===== config.mk =====
export PLATFORM = sky130hd
export DESIGN_NAME = wcre_ram
export DESIGN_NICKNAME = d
export VERILOG_FILES = /design/src/design/wcre_ram.sv
export SDC_FILE = /design/constraint.sdc
export NUM_CORES = 1
export LEC_CHECK = 0
export BUFFER_PORTS_ARGS = -buffer_cell sky130_fd_sc_hd__clkbuf_2
export CAP_MARGIN = 10
export CELL_PAD_IN_SITES_DETAIL_PLACEMENT = 0
export CELL_PAD_IN_SITES_GLOBAL_PLACEMENT = 1
export CORE_UTILIZATION = 40
export DETAILED_ROUTE_END_ITERATION = 6
export PLACE_DENSITY = 0.65
export SETUP_SLACK_MARGIN = 0.5
export SYNTH_ARGS = -nofsm -noshare
export SYNTH_HDL_FRONTEND = slang
export SYNTH_SLANG_ARGS = --single-unit

===== constraint.sdc =====
create_clock -name clk -period 2 [get_ports clk]
set_clock_uncertainty 0.2 [all_clocks]
set_input_delay 0.1 -clock clk [delete_from_list [all_inputs] [get_ports clk]]
set_output_delay 0.1 -clock clk [all_outputs]
set_load 0.01 [all_outputs]

===== src/design/wcre_ram.sv =====
// Simple dual-port RAM, registered read.
`default_nettype none
module wcre_ram #(
  parameter int DEPTH = 16,
  parameter int WIDTH = 8
) (
  input  wire logic                     clk,
  input  wire logic                     we,
  input  wire logic [$clog2(DEPTH)-1:0] waddr,
  input  wire logic [WIDTH-1:0]         wdata,
  input  wire logic [$clog2(DEPTH)-1:0] raddr,
  output      logic [WIDTH-1:0]         rdata
);
  logic [WIDTH-1:0] mem [DEPTH];

  always_ff @(posedge clk) begin
    if (we) begin
      mem[waddr] <= wdata;
    end
    rdata <= mem[raddr];
  end
endmodule
`default_nettype wire


# Yosys cells after proc, flatten, opt, wreduce, memory -nomap -nowiden
# Memory sizes are Yosys's and may differ from the RTL's. A register that Yosys moved wholly into a read port is not among the register bits.
# Index checks and enable logic that the tools add are counted.
[word_totals] inputBits=18 wordCells=3 output_inout_bits=8 memories=1 ram_bits=128 register_bits=0
[mem_list] name="mem" depth=16 width=8 rd=1 rd_clocked_by_memory_dff=1 write_ports=1 line="14" source="logic [WIDTH-1:0] mem [DEPTH];"
[op_classes] mux=2
[op_table] op="$mux 1" n=2

# Depth between registers and ports, before layout
[logic_depth] depth_word=2 depth_mapped=5 depth_no_buf=3

# Least setup slack after synthesis
# OpenSTA, ideal clock, no wires.
[synth_timing] path_type="input port to flip-flop" from="input waddr[2]" to="memory mem[0][0] (enable)" t_required_ns=1.417 t_arrival_ns=1.210 setup_ns=0.383 path_buffers=0 setup_slack_ns=0.207 stages=2 cell_sequence="or3b_2 -> nor3_1"
[synth_rtl] item="start, declared" line="9" source="input wire logic [$clog2(DEPTH)-1:0] waddr,"
[synth_rtl] item="end, declared" line="14"
# No word-level cell before the write port.

==> results.cfg <==
[floorplanning]
core-area_um2 = 12570
die_h_um = 115.4
placementRows = 41
pin_count = 26
fp.dieW_um = 115.4
die-area_um2 = 13330
initial_utilization_pct = 40.96

[setup_path]
cp-end-kind = register
arrival_ps = 1560
cp_num_buf_inv = 0
critPathTopFamily = multiplexers
crit_fanout = 1
startpoint_type = register
critPathLaunch = mem[3][1]$_DFFE_PP_
critical_path_class = register to register
path_cells = mux4_2 > a22oi_2 > nand2_1
rr_startpoint = mem[3][1]$_DFFE_PP_
required_ps = 2090
cpPeakStageDelay_ps = 490
slowest_stage = mux4_2

[sta]
rsz0062_at_grt = true
holdWs_ps = 48.83
fin_tns_setup_ps = 0
worst_slew_pin_slew_ps = 474.0
setup_viol_count_final = 0
relSlewSlack_pct = 68.40
fmax_ghz = 0.6821
slew_viol_final = 0
finalHoldViolations = 0
period_needed_ps = 1466
period_share_pct = 73.30

[finish]
nNetsFinal = 310
n_antenna_cell = 0
drive_above_1_share_pct = 35.74
areaGrowthSynthToFinish_pct = 22.65
fill_cells = 1026

[power]
leakagePower_uw = 0.002116
power_uw = 6759
ir_drop_mv = 0.5258
power_density_nw_per_um2 = 1071

[place]
port_buffers = 25
gp_congestion = 0.7254
hpwl_um = 5877

[route]
wl_per_cell_um = 19.91
via_count = 2356
drc = 0
antenna_left = 0
routed_via_density = 4.939
drt-total-wl_um = 9498
drt_iter0_markers = 138
drt_first_pass_iters = 4

[synth]
synth.avg_cell_area_um2 = 22.48
yosysWarnings = 0
synth_nets = 247
synthDistinctLibCells = 19
synth_area_um2 = 5147
ys_seq_elements = 136
synth_cells = 229
ys_seq_area_share_pct = 77.78

[global_route]
grt_util_met2_pct = 25.91
grt_usage_pct = 16.11
use_met3_pct = 5.073
grt_most_used_layer = met2
grt.overflow.total = 0
grt_max_degree = 33
use_met1_pct = 20.09
grt_pass1_wl_um = 14320
grt_pass1_vias = 2496
antenna_found_initial = 1

[clock_network]
numCtsBuffers = 17
cts.sinks = 136
htree_levels = 4
clk_path_buf_depth = 2
cts_root_buf = clkbuf_16
clk_latency_ps = 410
cts_setup_buffers = 0
path_clk_slew_ps = 50
cts_tree = done

[min_path]
hp-start = waddr[1]
worstHoldPathType = input pin to register

[run]
max-cap-violations = 0

[status]
outcome = completed
-- path summary, 6_finish.rpt --
path	endpoint	slack, ps	cells past startpoint
hold / removal	mem[0][7]$_DFFE_PP_	50	3
hold reg to reg	rdata[5]$_DFF_P_	470	3
setup reg to reg	rdata[1]$_DFF_P_	530	3
setup / recovery	rdata[1]$_DFF_P_	530	3
-- cells by family (layout without fill, tap and decap cells) --
group	after synthesis	after routing	share of synthesized area [%]
AND/OR/NAND/NOR	35	35	3.184
buffers and inverters	10	86	1.677
AO/OA/AOI/OAI	16	16	2.334
flip-flops	136	136	77.78
multiplexers	32	32	15.02
-- cell usage after synthesis (all sizes together) --
library cell	number	area share [%]
a22oi	16	2.3
and2	1	0.12
and2b	1	0.15
buf	7	1.1
clkdlybuf4s25	3	0.58
dfxtp	8	3.1
edfxtp	128	75
mux4	32	15
nand2	9	0.66
nand2b	2	0.24
nand3	1	0.097
nand3b	2	0.29
nor2	13	0.95
nor2b	1	0.12
nor3	4	0.39
or3b	1	0.17
-- tightest hold or removal path, stage by stage --
cell,delay (ps)
clkbuf_2,140
nor3_2,60
buf_4,170
-- flip-flops by register name, summed over array words and instances (netlist names) --
| register | flops |
|---|---|
| rdata | 8 |
| mem | 128 |
-- metrics by stage --
step | setup slack [ps] | cell area, um2 | utilization [%] | instances
2_1_floorplan | 433.9 | 5152 | - | 229
3_3_place_gp | 274.4 | 5589 | 44.47 | 437
3_5_place_dp | 272.1 | 5589 | 44.47 | 437
4_1_cts | 483.2 | 6322 | 50.30 | 477
5_1_grt | 478.6 | 6314 | 50.23 | 477
6_report | 534.0 | 6314 | 50.23 | 477
-- placed cells by master, fill, tap and decap left out, drive strengths merged --
master / count
dfxtp: 8
nand3: 1
clkinvlp: 7
nand3b: 2
and2b: 1
clkbuf: 43
nand2: 9
a22oi: 16
and2: 1
dlygate4sd3: 8
edfxtp: 128
buf: 21
nor3: 4
clkinv: 1
inv: 2
nand2b: 2
nor2b: 1
bufinv: 4
nor2: 13
or3b: 1
mux4: 32
-- report_power, final --
group	switching (uW)	internal [uW]
clock	1140	2090
combinational	172	146
sequential	20.4	3190
-- per-layer routing --
layer | vias up | wire length, um
li1 | 1095 | -
met1 | 1186 | 4111
met2 | 62 | 4729
met3 | 11 | 554
met4 | 2 | 93
met5 | - | 10
-- timing repair --
item,4_1_cts,5_1_grt
endpoints found under the setup margin,7,8
hold buffers,8,0
resized for setup,5,7
hold endpoints to repair,128,0
pin swaps,3,7
-- area by class of cell --
class                   instances  area (um2)  share of cell area (%)
well taps                     172       215.2                   3.409
clock inverters                14       198.9                   3.151
repair buffers                 54       387.9                   6.143
clock buffers                  18       429.2                   6.797
multi-input cells              83        1079                   17.08
flip-flops and latches        136        4004                   63.42
No activity file was read; power rests on OpenSTA's default activity.
