$ cat src/design/wcre_pkg.sv
// Shared constants, types and a helper function for the window convolution block.
`default_nettype none
package wcre_pkg;

  localparam int MAX_WIDTH        = 1024;
  localparam int MAX_HEIGHT       = 1024;
  localparam int MAX_RADIUS       = 2;
  localparam int WEIGHT_FRAC_BITS = 15;

  // one raster ring holds every pixel a pending output can still need
  localparam int RING_SIZE  = 2 * MAX_RADIUS * MAX_WIDTH + 2 * MAX_RADIUS + 1;
  localparam int ADDR_BITS  = $clog2(RING_SIZE);
  localparam int OFF_BITS   = ADDR_BITS + 2;
  localparam int WID_BITS   = $clog2(MAX_WIDTH + 1);
  localparam int COL_BITS   = $clog2(MAX_WIDTH);
  localparam int ROW_BITS   = $clog2(MAX_HEIGHT + 1);
  localparam int LAG_BITS   = $clog2(MAX_RADIUS * MAX_WIDTH + MAX_RADIUS + 1);
  localparam int RAD_BITS   = 2;
  localparam int TAP_BITS   = $clog2(MAX_RADIUS + 1) + 1;
  localparam int DIM_BITS   = 11;
  localparam int WT_BITS    = 16;
  localparam int WSET_BITS  = 48;
  localparam int PIX_BITS   = 24;
  localparam int PROD_BITS  = 8 + WT_BITS;
  localparam int NTAPS      = (2 * MAX_RADIUS + 1) * (2 * MAX_RADIUS + 1);
  localparam int ACC_BITS   = PROD_BITS + $clog2(NTAPS);
  localparam int CFG_DATA_BITS = 64;
  localparam int CFG_ADDR_BITS = 6;

  // register indexes
  localparam logic [2:0] REG_WIDTH  = 3'd0;
  localparam logic [2:0] REG_HEIGHT = 3'd1;
  localparam logic [2:0] REG_RADIUS = 3'd2;
  localparam logic [2:0] REG_WNEAR  = 3'd3;
  localparam logic [2:0] REG_WFAR   = 3'd4;

  localparam logic KIND_PIXEL = 1'b0;

  typedef enum logic [2:0] {
    S_IDLE, S_STEP, S_TAPS, S_WAIT1, S_WAIT2, S_DONE
  } state_t;

  typedef struct packed {
    logic valid;
    logic clear;
  } mac_ctl_t;

  // weight class from unordered (|dy|,|dx|)
  function automatic logic [WT_BITS-1:0] weight_of(input logic [1:0] a,
                                                   input logic [1:0] b,
                                                   input logic [WSET_BITS-1:0] wn,
                                                   input logic [WSET_BITS-1:0] wf);
    logic [1:0] lo;
    logic [1:0] hi;
    logic [WT_BITS-1:0] w;
    lo = (a < b) ? a : b;
    hi = (a < b) ? b : a;
    if (hi <= 2'd1) begin
      case (2'(lo + hi))
        2'd0:    w = wn[15:0];
        2'd1:    w = wn[31:16];
        default: w = wn[47:32];
      endcase
    end else begin
      case (lo)
        2'd0:    w = wf[15:0];
        2'd1:    w = wf[31:16];
        default: w = wf[47:32];
      endcase
    end
    return w;
  endfunction

endpackage
`default_nettype wire

$ cat src/design/wcre_mac.sv
// Three-channel multiply-accumulate with truncation and saturation.
`default_nettype none
module wcre_mac
  import wcre_pkg::*;
(
  input  wire logic                clk,
  input  wire logic                rst_n,
  input  wire mac_ctl_t            ctl,
  input  wire logic [PIX_BITS-1:0] pix,
  input  wire logic [WT_BITS-1:0]  weight,
  output      logic [7:0]          red,
  output      logic [7:0]          green,
  output      logic [7:0]          blue
);
  logic [PROD_BITS-1:0] prod_r [3];
  logic                 prod_valid_r;
  logic [ACC_BITS-1:0]  acc_r  [3];
  logic [7:0]           sat    [3];

  always_ff @(posedge clk) begin
    if (!rst_n) begin
      prod_valid_r <= 1'b0;
    end else begin
      prod_valid_r <= ctl.valid;
    end
    for (int c = 0; c < 3; c++) begin
      prod_r[c] <= PROD_BITS'(pix[8*c +: 8]) * PROD_BITS'(weight);
      if (ctl.clear) begin
        acc_r[c] <= '0;
      end else if (prod_valid_r) begin
        acc_r[c] <= acc_r[c] + ACC_BITS'(prod_r[c]);
      end
    end
  end

  always_comb begin
    for (int c = 0; c < 3; c++) begin
      if ((acc_r[c] >> WEIGHT_FRAC_BITS) > ACC_BITS'(255)) begin
        sat[c] = 8'hFF;
      end else begin
        sat[c] = acc_r[c][WEIGHT_FRAC_BITS +: 8];
      end
    end
  end

  assign red   = sat[0];
  assign green = sat[1];
  assign blue  = sat[2];
endmodule
`default_nettype wire

$ cat config.mk
export PLATFORM = sky130hd
export DESIGN_NAME = wcre_mac
export DESIGN_NICKNAME = d
export VERILOG_FILES = /design/src/design/wcre_pkg.sv /design/src/design/wcre_mac.sv
export SDC_FILE = /design/constraint.sdc
export NUM_CORES = 1
export LEC_CHECK = 0
export ABC_AREA = 1
export BUFFER_PORTS_ARGS = -buffer_cell sky130_fd_sc_hd__buf_4
export CORE_UTILIZATION = 45
export CTS_BUF_LIST = sky130_fd_sc_hd__clkbuf_8
export DETAILED_ROUTE_END_ITERATION = 6
export MAX_ROUTING_LAYER = met4
export SLEW_MARGIN = 20
export SYNTH_ARGS = -nofsm -noshare
export SYNTH_HDL_FRONTEND = slang
export SYNTH_SLANG_ARGS = --single-unit
$ cat constraint.sdc
create_clock -name clk -period 4.6 [get_ports clk]
set_input_delay 0.23 -clock clk [delete_from_list [all_inputs] [get_ports clk]]
set_output_delay 0.23 -clock clk [all_outputs]
set_load 0.02 [all_outputs]
* Yosys cells after proc, flatten, opt, wreduce, memory -nomap -nowiden
Memory sizes are Yosys's and may differ from the RTL's.
Index checks and enable logic that the tools add are counted.
** Cells by class
- Add/sub/neg operators :: 3
- Multiplexer cells :: 11
- Order comparisons :: 3
- Bitwise logic cells :: 3
- Multiply operators :: 3
** Operators by type and width (count)
- 29-bit by 24-bit adder with 29-bit output :: 3
- 29-bit two-way mux :: 3
- 8-bit by 16-bit multiplier with 24-bit output :: 3
- 14-bit by 8-bit greater-than comparator with 1-bit output, second input constant :: 3
- 8-bit two-way mux :: 3
- 1-bit two-way mux :: 5
- 1-bit OR :: 3
** Storage, ports and cells
- RAM bits :: 159
- Word-level logic and storage cells :: 26
- Flip-flop bits (word level) :: 1
- Output and inout bits :: 24
- Memories kept :: 2
- Bits of input ports :: 44
** Memories
- acc_r :: words 3, bits a word 29, read ports 3, clocked after Yosys merged registers in 0, write ports 3, line wcre_mac.sv:17 : logic [ACC_BITS-1:0] acc_r [3];
- prod_r :: words 3, bits a word 24, read ports 3, clocked after Yosys merged registers in 0, write ports 3, line wcre_mac.sv:15 : logic [PROD_BITS-1:0] prod_r [3];

* Logic depth before layout (Yosys ltp)
Gate-level depths: netlist (run 1).
- Depth in word-level cells :: 4
- Depth in mapped cells :: 22
- Depth with buffers taken out :: 21

* Worst setup path before layout (run 1)
No wires, ideal clock.
- Path type :: input -> register
- Start point :: in pix[23]
- End point :: mem prod_r[0][68] in the netlist's numbering
- Arrival time :: 4.032 ns
- Slack :: 0.456 ns
- Path buffers :: 2
- Library setup time :: 0.112 ns
- Stages :: 19
- Cells stage by stage :: clkbuf_1 -> clkbuf_1 -> nand2_1 -> fa_1 -> fa_1 -> inv_1 -> fa_1 -> inv_1 -> fa_1 -> inv_1 -> ha_1 -> nand2_1 -> inv_1 -> a21oi_1 -> o21ai_2 -> nand2_1 -> nand2_1 -> nand2_1 -> nand2_1
** RTL lines
- from (decl) :: line wcre_mac.sv:9 : input wire logic [PIX_BITS-1:0] pix,
- to (decl) :: line wcre_mac.sv:15

==> out/summary.txt, run 1 <==
max_cap viols - 0
Min Clock Period, post-route - 3.79 ns
drt pass-1 iters - 5
cell-internal power - 5760 µW
register area share after synthesis - 0.170
logic gate share of total power - 0.732
sequential power share - 0.174
all-layer global routing usage - 0.236
GP Congestion - 0.928
Clock power frac - 0.093
Worst path depth - 16
syn nets - 4122
Setup crit start kind - input pin
chip height - 232 µm
CP Cell Sequence - buf_4 -> nand2_1 -> fa_1 -> fa_1 -> inv_1 -> fa_1 -> inv_1 -> fa_1 -> inv_1 -> ha_1 -> a21oi_1 -> inv_1 -> nand2_1 -> nand3_1 -> a21oi_1 -> xnor2_1
RSZ-0062 raised after global routing - false
post-synthesis cell type count - 34
Placement Cell Area - 0.0250 mm²
Cell Area, Synth - 0.0239 mm²
final non-filler cell total - 4328
NumNets Final - 4127
final hold violation count - 0
CP startpoint - weight[5]
starting density of the core - 0.455
global-route wire length before repair - 98.3 mm
clock skew after layout - 0.0212 ns
worst skew pair latency - 0.56 ns
Worst EP arrival - 4.22 ns
Chip Width - 232 µm
Final Cell Area - 0.0254 mm²
critical path type - in -> reg
port bufs - 67
largest stage delay on the critical path - 0.56 ns
cell total after placement - 4287
R2R cell count - 13
Crit. End Element - register
Mean Syn Cell Area - 6.61 µm²
pin count of the biggest net entering global routing - 77
Synth area leader - fa_1
Core Util, Final - 0.484
io pins - 68
# rows - 84
Post-Synthesis Cells - 3619
antenna viol nets, final - 0
Reg-to-Reg Start - acc_r[0][0]$_SDFFCE_PN0P_
Area Overhead vs Synth - 6.43%
grt total ovfl - 0
Critical-path top delay cell - fa_1
Root Buffer Master - clkbuf_8
DRC - 0
Die ar. - 0.0541 mm²
synth top area cells - fa_1 (21%), nand2_1 (18%), inv_1 (16%)
vias in the first global route - 19500
Core ar. - 0.0526 mm²
P_sw - 6910 µW
reg2reg end - acc_r[0][14]$_SDFFCE_PN0P_
status - finished clean
Max FO, Critical Path - 24
CTS buffer count - 17
Final setup viols - 0
delay-heaviest family, CP - adder cells
Worst Tran Pin Value - 0.940 ns
share of layout cells above drive strength 1 - 0.0338
leakage - 0.0160 µW
Worst VDD drop - 0.273 mV
Ys Warns - 0
WP buf/inv - 5
Vias/cell - 4.68
flops & latches, synth - 160
clock sinks - 160
post-route clock period utilization - 0.824
clock buffer depth - 2
routed vias - 20200
Max Fclk - 264 MHz
flop2flop setup slack - 2.21 ns
Initial DRC Count - 1220
Total Routed Length - 58.9 mm
htree depth - 4
WL/cell - 13.6 µm
Worst Path Required - 5.03 ns
CTS tree - yes
hpwl dp - 47.6 mm
Clock transition at path regs - 0.09 ns
Hold Path Class - in -> reg
count of final max-slew check failures - 0
Synth top area share - 0.214
initial antenna violation count - 2
Pwr Density - 498 mW/mm²
switching share of power - 0.545
final setup TNS - 0 ns
worst hold slack - 0.0683 ns
Max-slew headroom - 0.368
capture point of the worst path - prod_r[0][38]$_DFF_P_
## logic make-up (layout without fill, tap and decap cells)
group,count (synthesis),in the layout,synth area share
other cells,0,3,0
compound gates,235,235,0.0524
simple gates,1613,1613,0.267
fa+ha+maj,459,459,0.320
buf+inv,1108,1126,0.174
xor+xnor,44,44,0.0161
flops,160,160,0.170
## repair_timing
| item | 4_1_cts | 5_1_grt |
|---|---|---|
| setup buffers | 0 | 0 |
| hold buffers | 6 | 0 |
| endpoints found under the hold margin | 4 | 0 |
| resized for setup | 0 | 0 |
## worst reg2reg max path: cells and delay by family (launching register included)
kind | cells | cell delay [ns]
simple gates | 7 | 0.68
flops | 1 | 0.33
buf+inv | 3 | 0.23
fa+ha+maj | 2 | 0.60
compound gates | 1 | 0.31
## through the flow
step | worst slack, ns | power [µW]
global route | 0.609 | 14200
CTS | 0.933 | 12700
finish | 0.810 | 12700
detailed placement | 0.316 | 11500
floorplan | 0.456 | 9110
global placement | 0.314 | 11500
## synthesized netlist by cell type
cell and instances:
nand2_1 1169, inv_1 1018, nor2_1 260, fa_1 255
ha_1 204, a21oi_1 148, nand3_1 114, edfxtp_1 87
clkbuf_1 83, dfxtp_1 73, o21ai_0 52, xor2_1 31
nand4_1 22, nor3_1 16, xnor2_1 13, o21bai_1 10
nor2_2 9, a21o_1 8, and2_1 6, buf_2 6
nand3_2 5, or2_2 5, o21ai_1 4, a31oi_1 3
nor4_1 3, o21a_1 3, a21boi_0 2, nand2_2 2
o21ai_2 2, o31ai_1 2, and2_0 1, inv_2 1
nor3b_1 1, o211ai_1 1
## final cells by class
| class | instances | area [µm²] |
|---|---|---|
| Antenna cell | 3 | 7.51 |
| Clock buffer | 18 | 248 |
| Clock inverter | 14 | 175 |
| Fill cell | 5526 | 27100 |
| Inverter | 1019 | 3820 |
| Multi-Input combinational cell | 2351 | 15700 |
| Sequential cell | 160 | 4070 |
| Tap cell | 688 | 861 |
| Timing Repair Buffer | 75 | 578 |
## worst min-delay path by stage
stage	from	cells after the start	slack, ns	to
2_1_floorplan	ctl[1]	2	0.32	prod_valid_r$_SDFF_PN0_
4_1_cts	weight[0]	3	0.006	prod_r[0][48]$_DFF_P_
6_report	weight[0]	3	0.07	prod_r[0][48]$_DFF_P_
3_3_place_gp	ctl[1]	3	0.41	prod_valid_r$_SDFF_PN0_
5_1_grt	weight[0]	3	0.04	prod_r[0][48]$_DFF_P_
3_5_place_dp	ctl[1]	3	0.41	prod_valid_r$_SDFF_PN0_
## sequential cells by signal, summed over array words and instances (netlist names)
| name | cells |
|---|---|
| acc_r | 87 |
| prod_r | 72 |
| prod_valid_r | 1 |
## power groups by stage
stage | sequential [µW] | combinational, µW | clock [µW]
finish | 2210 | 9280 | 1180
global route | 2240 | 10700 | 1270
floorplan | 2110 | 7000 | 0
detailed placement | 2240 | 9240 | 0
global placement | 2240 | 9250 | 0
CTS | 2210 | 9290 | 1230
## metal layers
metal / up-vias / GRT usage / routed length (µm)
met1: 9306 / 0.329 / 29600
met4: 0 / 0.0527 / 809
li1: 10600 / - / -
met3: 43 / 0.0313 / 2480
met5: - / - / 0
met2: 329 / 0.362 / 25900
## cell usage in the layout, fill, tap and decap left out, drive strengths merged, types with 3 or more instances in the layout
master,n
nand2,1171
edfxtp,87
diode,3
o21a,3
or2,5
nor4,3
o21ai,58
bufinv,4
a21o,8
nand3,119
fa,255
nor2,269
and2,7
o21bai,10
xnor2,13
nor3,16
a31oi,3
dlygate4sd3,6
clkbuf,18
clkinv,5
a21oi,148
buf,69
ha,204
xor2,31
inv,1024
nand4,22
dfxtp,73
Power figures use the tool's default switching activity.
==> run 2: changes to the inputs <==
--- a/config.mk
+++ b/config.mk
@@ -5,7 +5,7 @@
 export SDC_FILE = /design/constraint.sdc
 export NUM_CORES = 1
 export LEC_CHECK = 0
-export ABC_AREA = 1
+export ABC_AREA = 0
 export BUFFER_PORTS_ARGS = -buffer_cell sky130_fd_sc_hd__buf_4
 export CORE_UTILIZATION = 45
 export CTS_BUF_LIST = sky130_fd_sc_hd__clkbuf_8
==> constraint.sdc (replaced) <==
create_clock -name clk -period 3.4 [get_ports clk]
set_input_delay 0.17 -clock clk [delete_from_list [all_inputs] [get_ports clk]]
set_output_delay 0.17 -clock clk [all_outputs]
set_load 0.02 [all_outputs]
==> out/summary.txt, run 2 <==
status - finished, violations left
violated checks - setup timing
final hold violation count - 0 (unchanged)
Worst EP arrival - 4.58 ns (+0.36 ns)
most frequent cell after synthesis - and2_1
simple logic cell fraction of the synthesized area - 0.193 (-0.0732)
commonest non-fill, non-tap cell in the layout - and2_1
Crit. End Element - register
Setup WS post-layout - -0.709 ns (-1.52 ns)
met2 Use GR - 0.369 (+0.00722)
CP Cell Sequence - buf_12 -> buf_12 -> and2_4 -> fa_1 -> fa_1 -> fa_1 -> inv_1 -> fa_1 -> inv_2 -> ha_4 -> o21a_1 -> o21ai_2 -> a221oi_2 -> a311oi_2 -> a211oi_2 -> or4b_4 -> a31o_1 -> a21oi_2 -> xnor2_1
Largest register FFs - 87 (unchanged)
routing usage on met3 - 0.0295 (-0.00175)
global-route wire length before repair - 78.1 mm (-21%)
worst hold slack - 0.0594 ns (-0.00884 ns)
# rows - 77 (-8.3%)
clock skew after layout - 0.0202 ns (-0.00102 ns)
GP Congestion - 0.842 (-9.3%)
Worst Tran Pin Value - 1.00 ns (+0.0605 ns)
Synth area leader - fa_1
critical path type - in -> reg
flops & latches, synth - 160 (unchanged)
Synth Area in XOR/XNOR - 0.0517 (+0.0356)
Worst VDD drop - 0.460 mV (+69%)
antenna viol nets, final - 0 (unchanged)
grt total ovfl - 0 (unchanged)
Synth top area share - 0.251 (+0.0375)
NumNets Final - 2976 (-28%)
asr flop ratio synth - 0 (unchanged)
Final setup viols - 34 (+34)
WP buf/inv - 4 (-1)
routed vias - 15600 (-23%)
delay-heaviest family, CP - adder cells
commonest non-fill, non-tap cells in the layout - and2_1 (305), inv_1 (300), buf_4 (286)
Hold Path Class - in -> reg
Max-slew headroom - 0.331 (-0.0369)
hpwl dp - 36.4 mm (-24%)
Root Buffer Master - clkbuf_8
Core Util, Final - 0.569 (+0.0848)
Setup WS pre-CTS - -1.33 ns (-1.65 ns)
most used cell along the critical path - fa_1
largest registers - acc_r (87), prod_r (72), prod_valid_r (1)
Pwr Total - 19300 µW (+52%)
Synth top cells by count - and2_1 (339), inv_1 (320), fa_1 (255), ha_1 (204), nor2_1 (117)
mux contribution to synthesized area - 0 (unchanged)
share of layout cells above drive strength 1 - 0.235 (+0.201)
Die ar. - 0.0461 mm² (-15%)
register area share after synthesis - 0.200 (+0.0299)
clock sinks - 160 (unchanged)
chip height - 215 µm (-7.7%)
Compound-Gate Fraction of Synth Area - 0.107 (+0.0542)
HP Start - weight[0]
drt pass-1 iters - 5 (unchanged)
CP startpoint - weight[3]
pin count of the biggest net entering global routing - 54 (-30%)
worst skew pair latency - 0.55 ns (about the same)
largest stage delay on the critical path - 0.55 ns (about the same)
Post-Synthesis Cells - 2166 (-40%)
Initial DRC Count - 695 (-43%)
Core ar. - 0.0444 mm² (-15%)
Chip Width - 215 µm (-7.7%)
Critical-path top delay cell - or4b_4
vias in the first global route - 16600 (-15%)
Area Overhead vs Synth - 24.2%
WL/cell - 14.7 µm (+8.3%)
largest family of logic cells by synthesized area - adder cells
Ys Warns - 0 (unchanged)
Post-synth EDFFs - 87 (unchanged)
synth top area cells - fa_1 (25%), edfxtp_1 (13%), ha_1 (13%)
initial antenna violation count - 1 (-1)
CTS tree - yes
Setup crit start kind - input pin
Pwr Density - 763 mW/mm² (+53%)
Post-Synth Adder-Cell Area - 0.376 (+0.0562)
syn nets - 2669 (-35%)
CTS buffer count - 17 (unchanged)
io pins - 68 (unchanged)
Largest Register - acc_r
RSZ-0062 raised after global routing - true
post-route clock period utilization - 1.21
global route hottest layer - met2
port bufs - 67 (unchanged)
Min Clock Period, post-route - 4.11 ns
Mean Syn Cell Area - 9.39 µm² (+42%)
Fill cells - 3974 (-28%)
count of final max-slew check failures - 0 (unchanged)
starting density of the core - 0.458 (+0.00300)
clock buffer depth - 2 (unchanged)
htree depth - 4 (unchanged)
DRC - 0 (unchanged)
Clock transition at path regs - 0.08 ns (about the same)
post-synthesis cell type count - 72 (+110%)
Reg-to-Reg Start - acc_r[0][3]$_SDFFCE_PN0P_
Max Fclk - 243 MHz
all-layer global routing usage - 0.215 (-0.0202)
Total Routed Length - 45.4 mm (-23%)
Vias/cell - 5.07 (+8.4%)
primary flip-flop cell chosen by synthesis mapping - edfxtp_1
Max FO, Critical Path - 6 (-75%)
Cell Area, Synth - 0.0203 mm² (-15%)
leakage - 0.0121 µW (-24%)
GRT met1 Usage - 0.266 (-0.0634)
max_cap viols - 0 (unchanged)
cell total after placement - 2998 (-30%)
final non-filler cell total - 3081 (-29%)
Worst Path Required - 3.87 ns (-1.16 ns)
==> run 2: report_power, final <==
part / internal [µW] / total (µW) / switching [µW] / leakage [µW]
sequential: 2710 / 2930 / 221 / 0.00154
clock: 747 / 1570 / 825 / 0.000218
combinational: 7750 / 14800 / 7020 / 0.0104
total: 11200 / 19300 / 8070 / 0.0121
==> run 2: stage by stage <==
step                TNS [ns]  cell area, µm²
global placement      -39.76           23800
global route          -17.83           25300
floorplan             -21.32           21200
finish                -14.36           25300
detailed placement    -40.84           23800
CTS                   -11.50           25100
==> run 2: worst paths after layout <==
path	to	slack [ns]	cells after the start
worst max-delay path	prod_r[0][22]$_DFF_P_	-0.71	19
worst min-delay path	prod_r[0][0]$_DFF_P_	0.06	3
worst max register to register	acc_r[0][25]$_SDFFCE_PN0P_	0.21	10
worst min register to register	acc_r[2][0]$_SDFFCE_PN0P_	0.64	2
==> run 2: area by class of cell <==
cell class / instances / area [µm²] / area share
multi-input combinational: 1618 / 15700 / 0.620
sequential: 160 / 4070 / 0.161
timing repair buffer: 356 / 3150 / 0.124
inverter: 320 / 1200 / 0.0475
tap: 592 / 741 / 0.0293
clock buffer: 17 / 234 / 0.00926
clock inverter: 15 / 194 / 0.00767
antenna: 3 / 7.51 / 0.000297
==> run 2: cells by family after synthesis <==
kind of cell	after synthesis
xor+xnor	120
fa+ha+maj	459
buf+inv	388
compound gates	320
flops	160
simple gates	719
==> run 2: layer usage <==
metal,routed length (µm),part of all wire
met1,20600,0.45
met2,23000,0.51
met4,573,0.013
met3,1250,0.028
met5,0,0
==> run 2: timing repair <==
action / CTS / global route
pin swaps: 84 / 29
setup buffers: 26 / 13
setup endpoints to repair: 33 / 36
cloned: 3 / 0
resized for setup: 126 / 27
hold buffers: 9 / 0
endpoints found under the hold margin: 6 / 0
==> run 2: worst min-delay path: stages <==
cell	delay, ns
buf_8	0.09
buf_4	0.17
and2_1	0.14
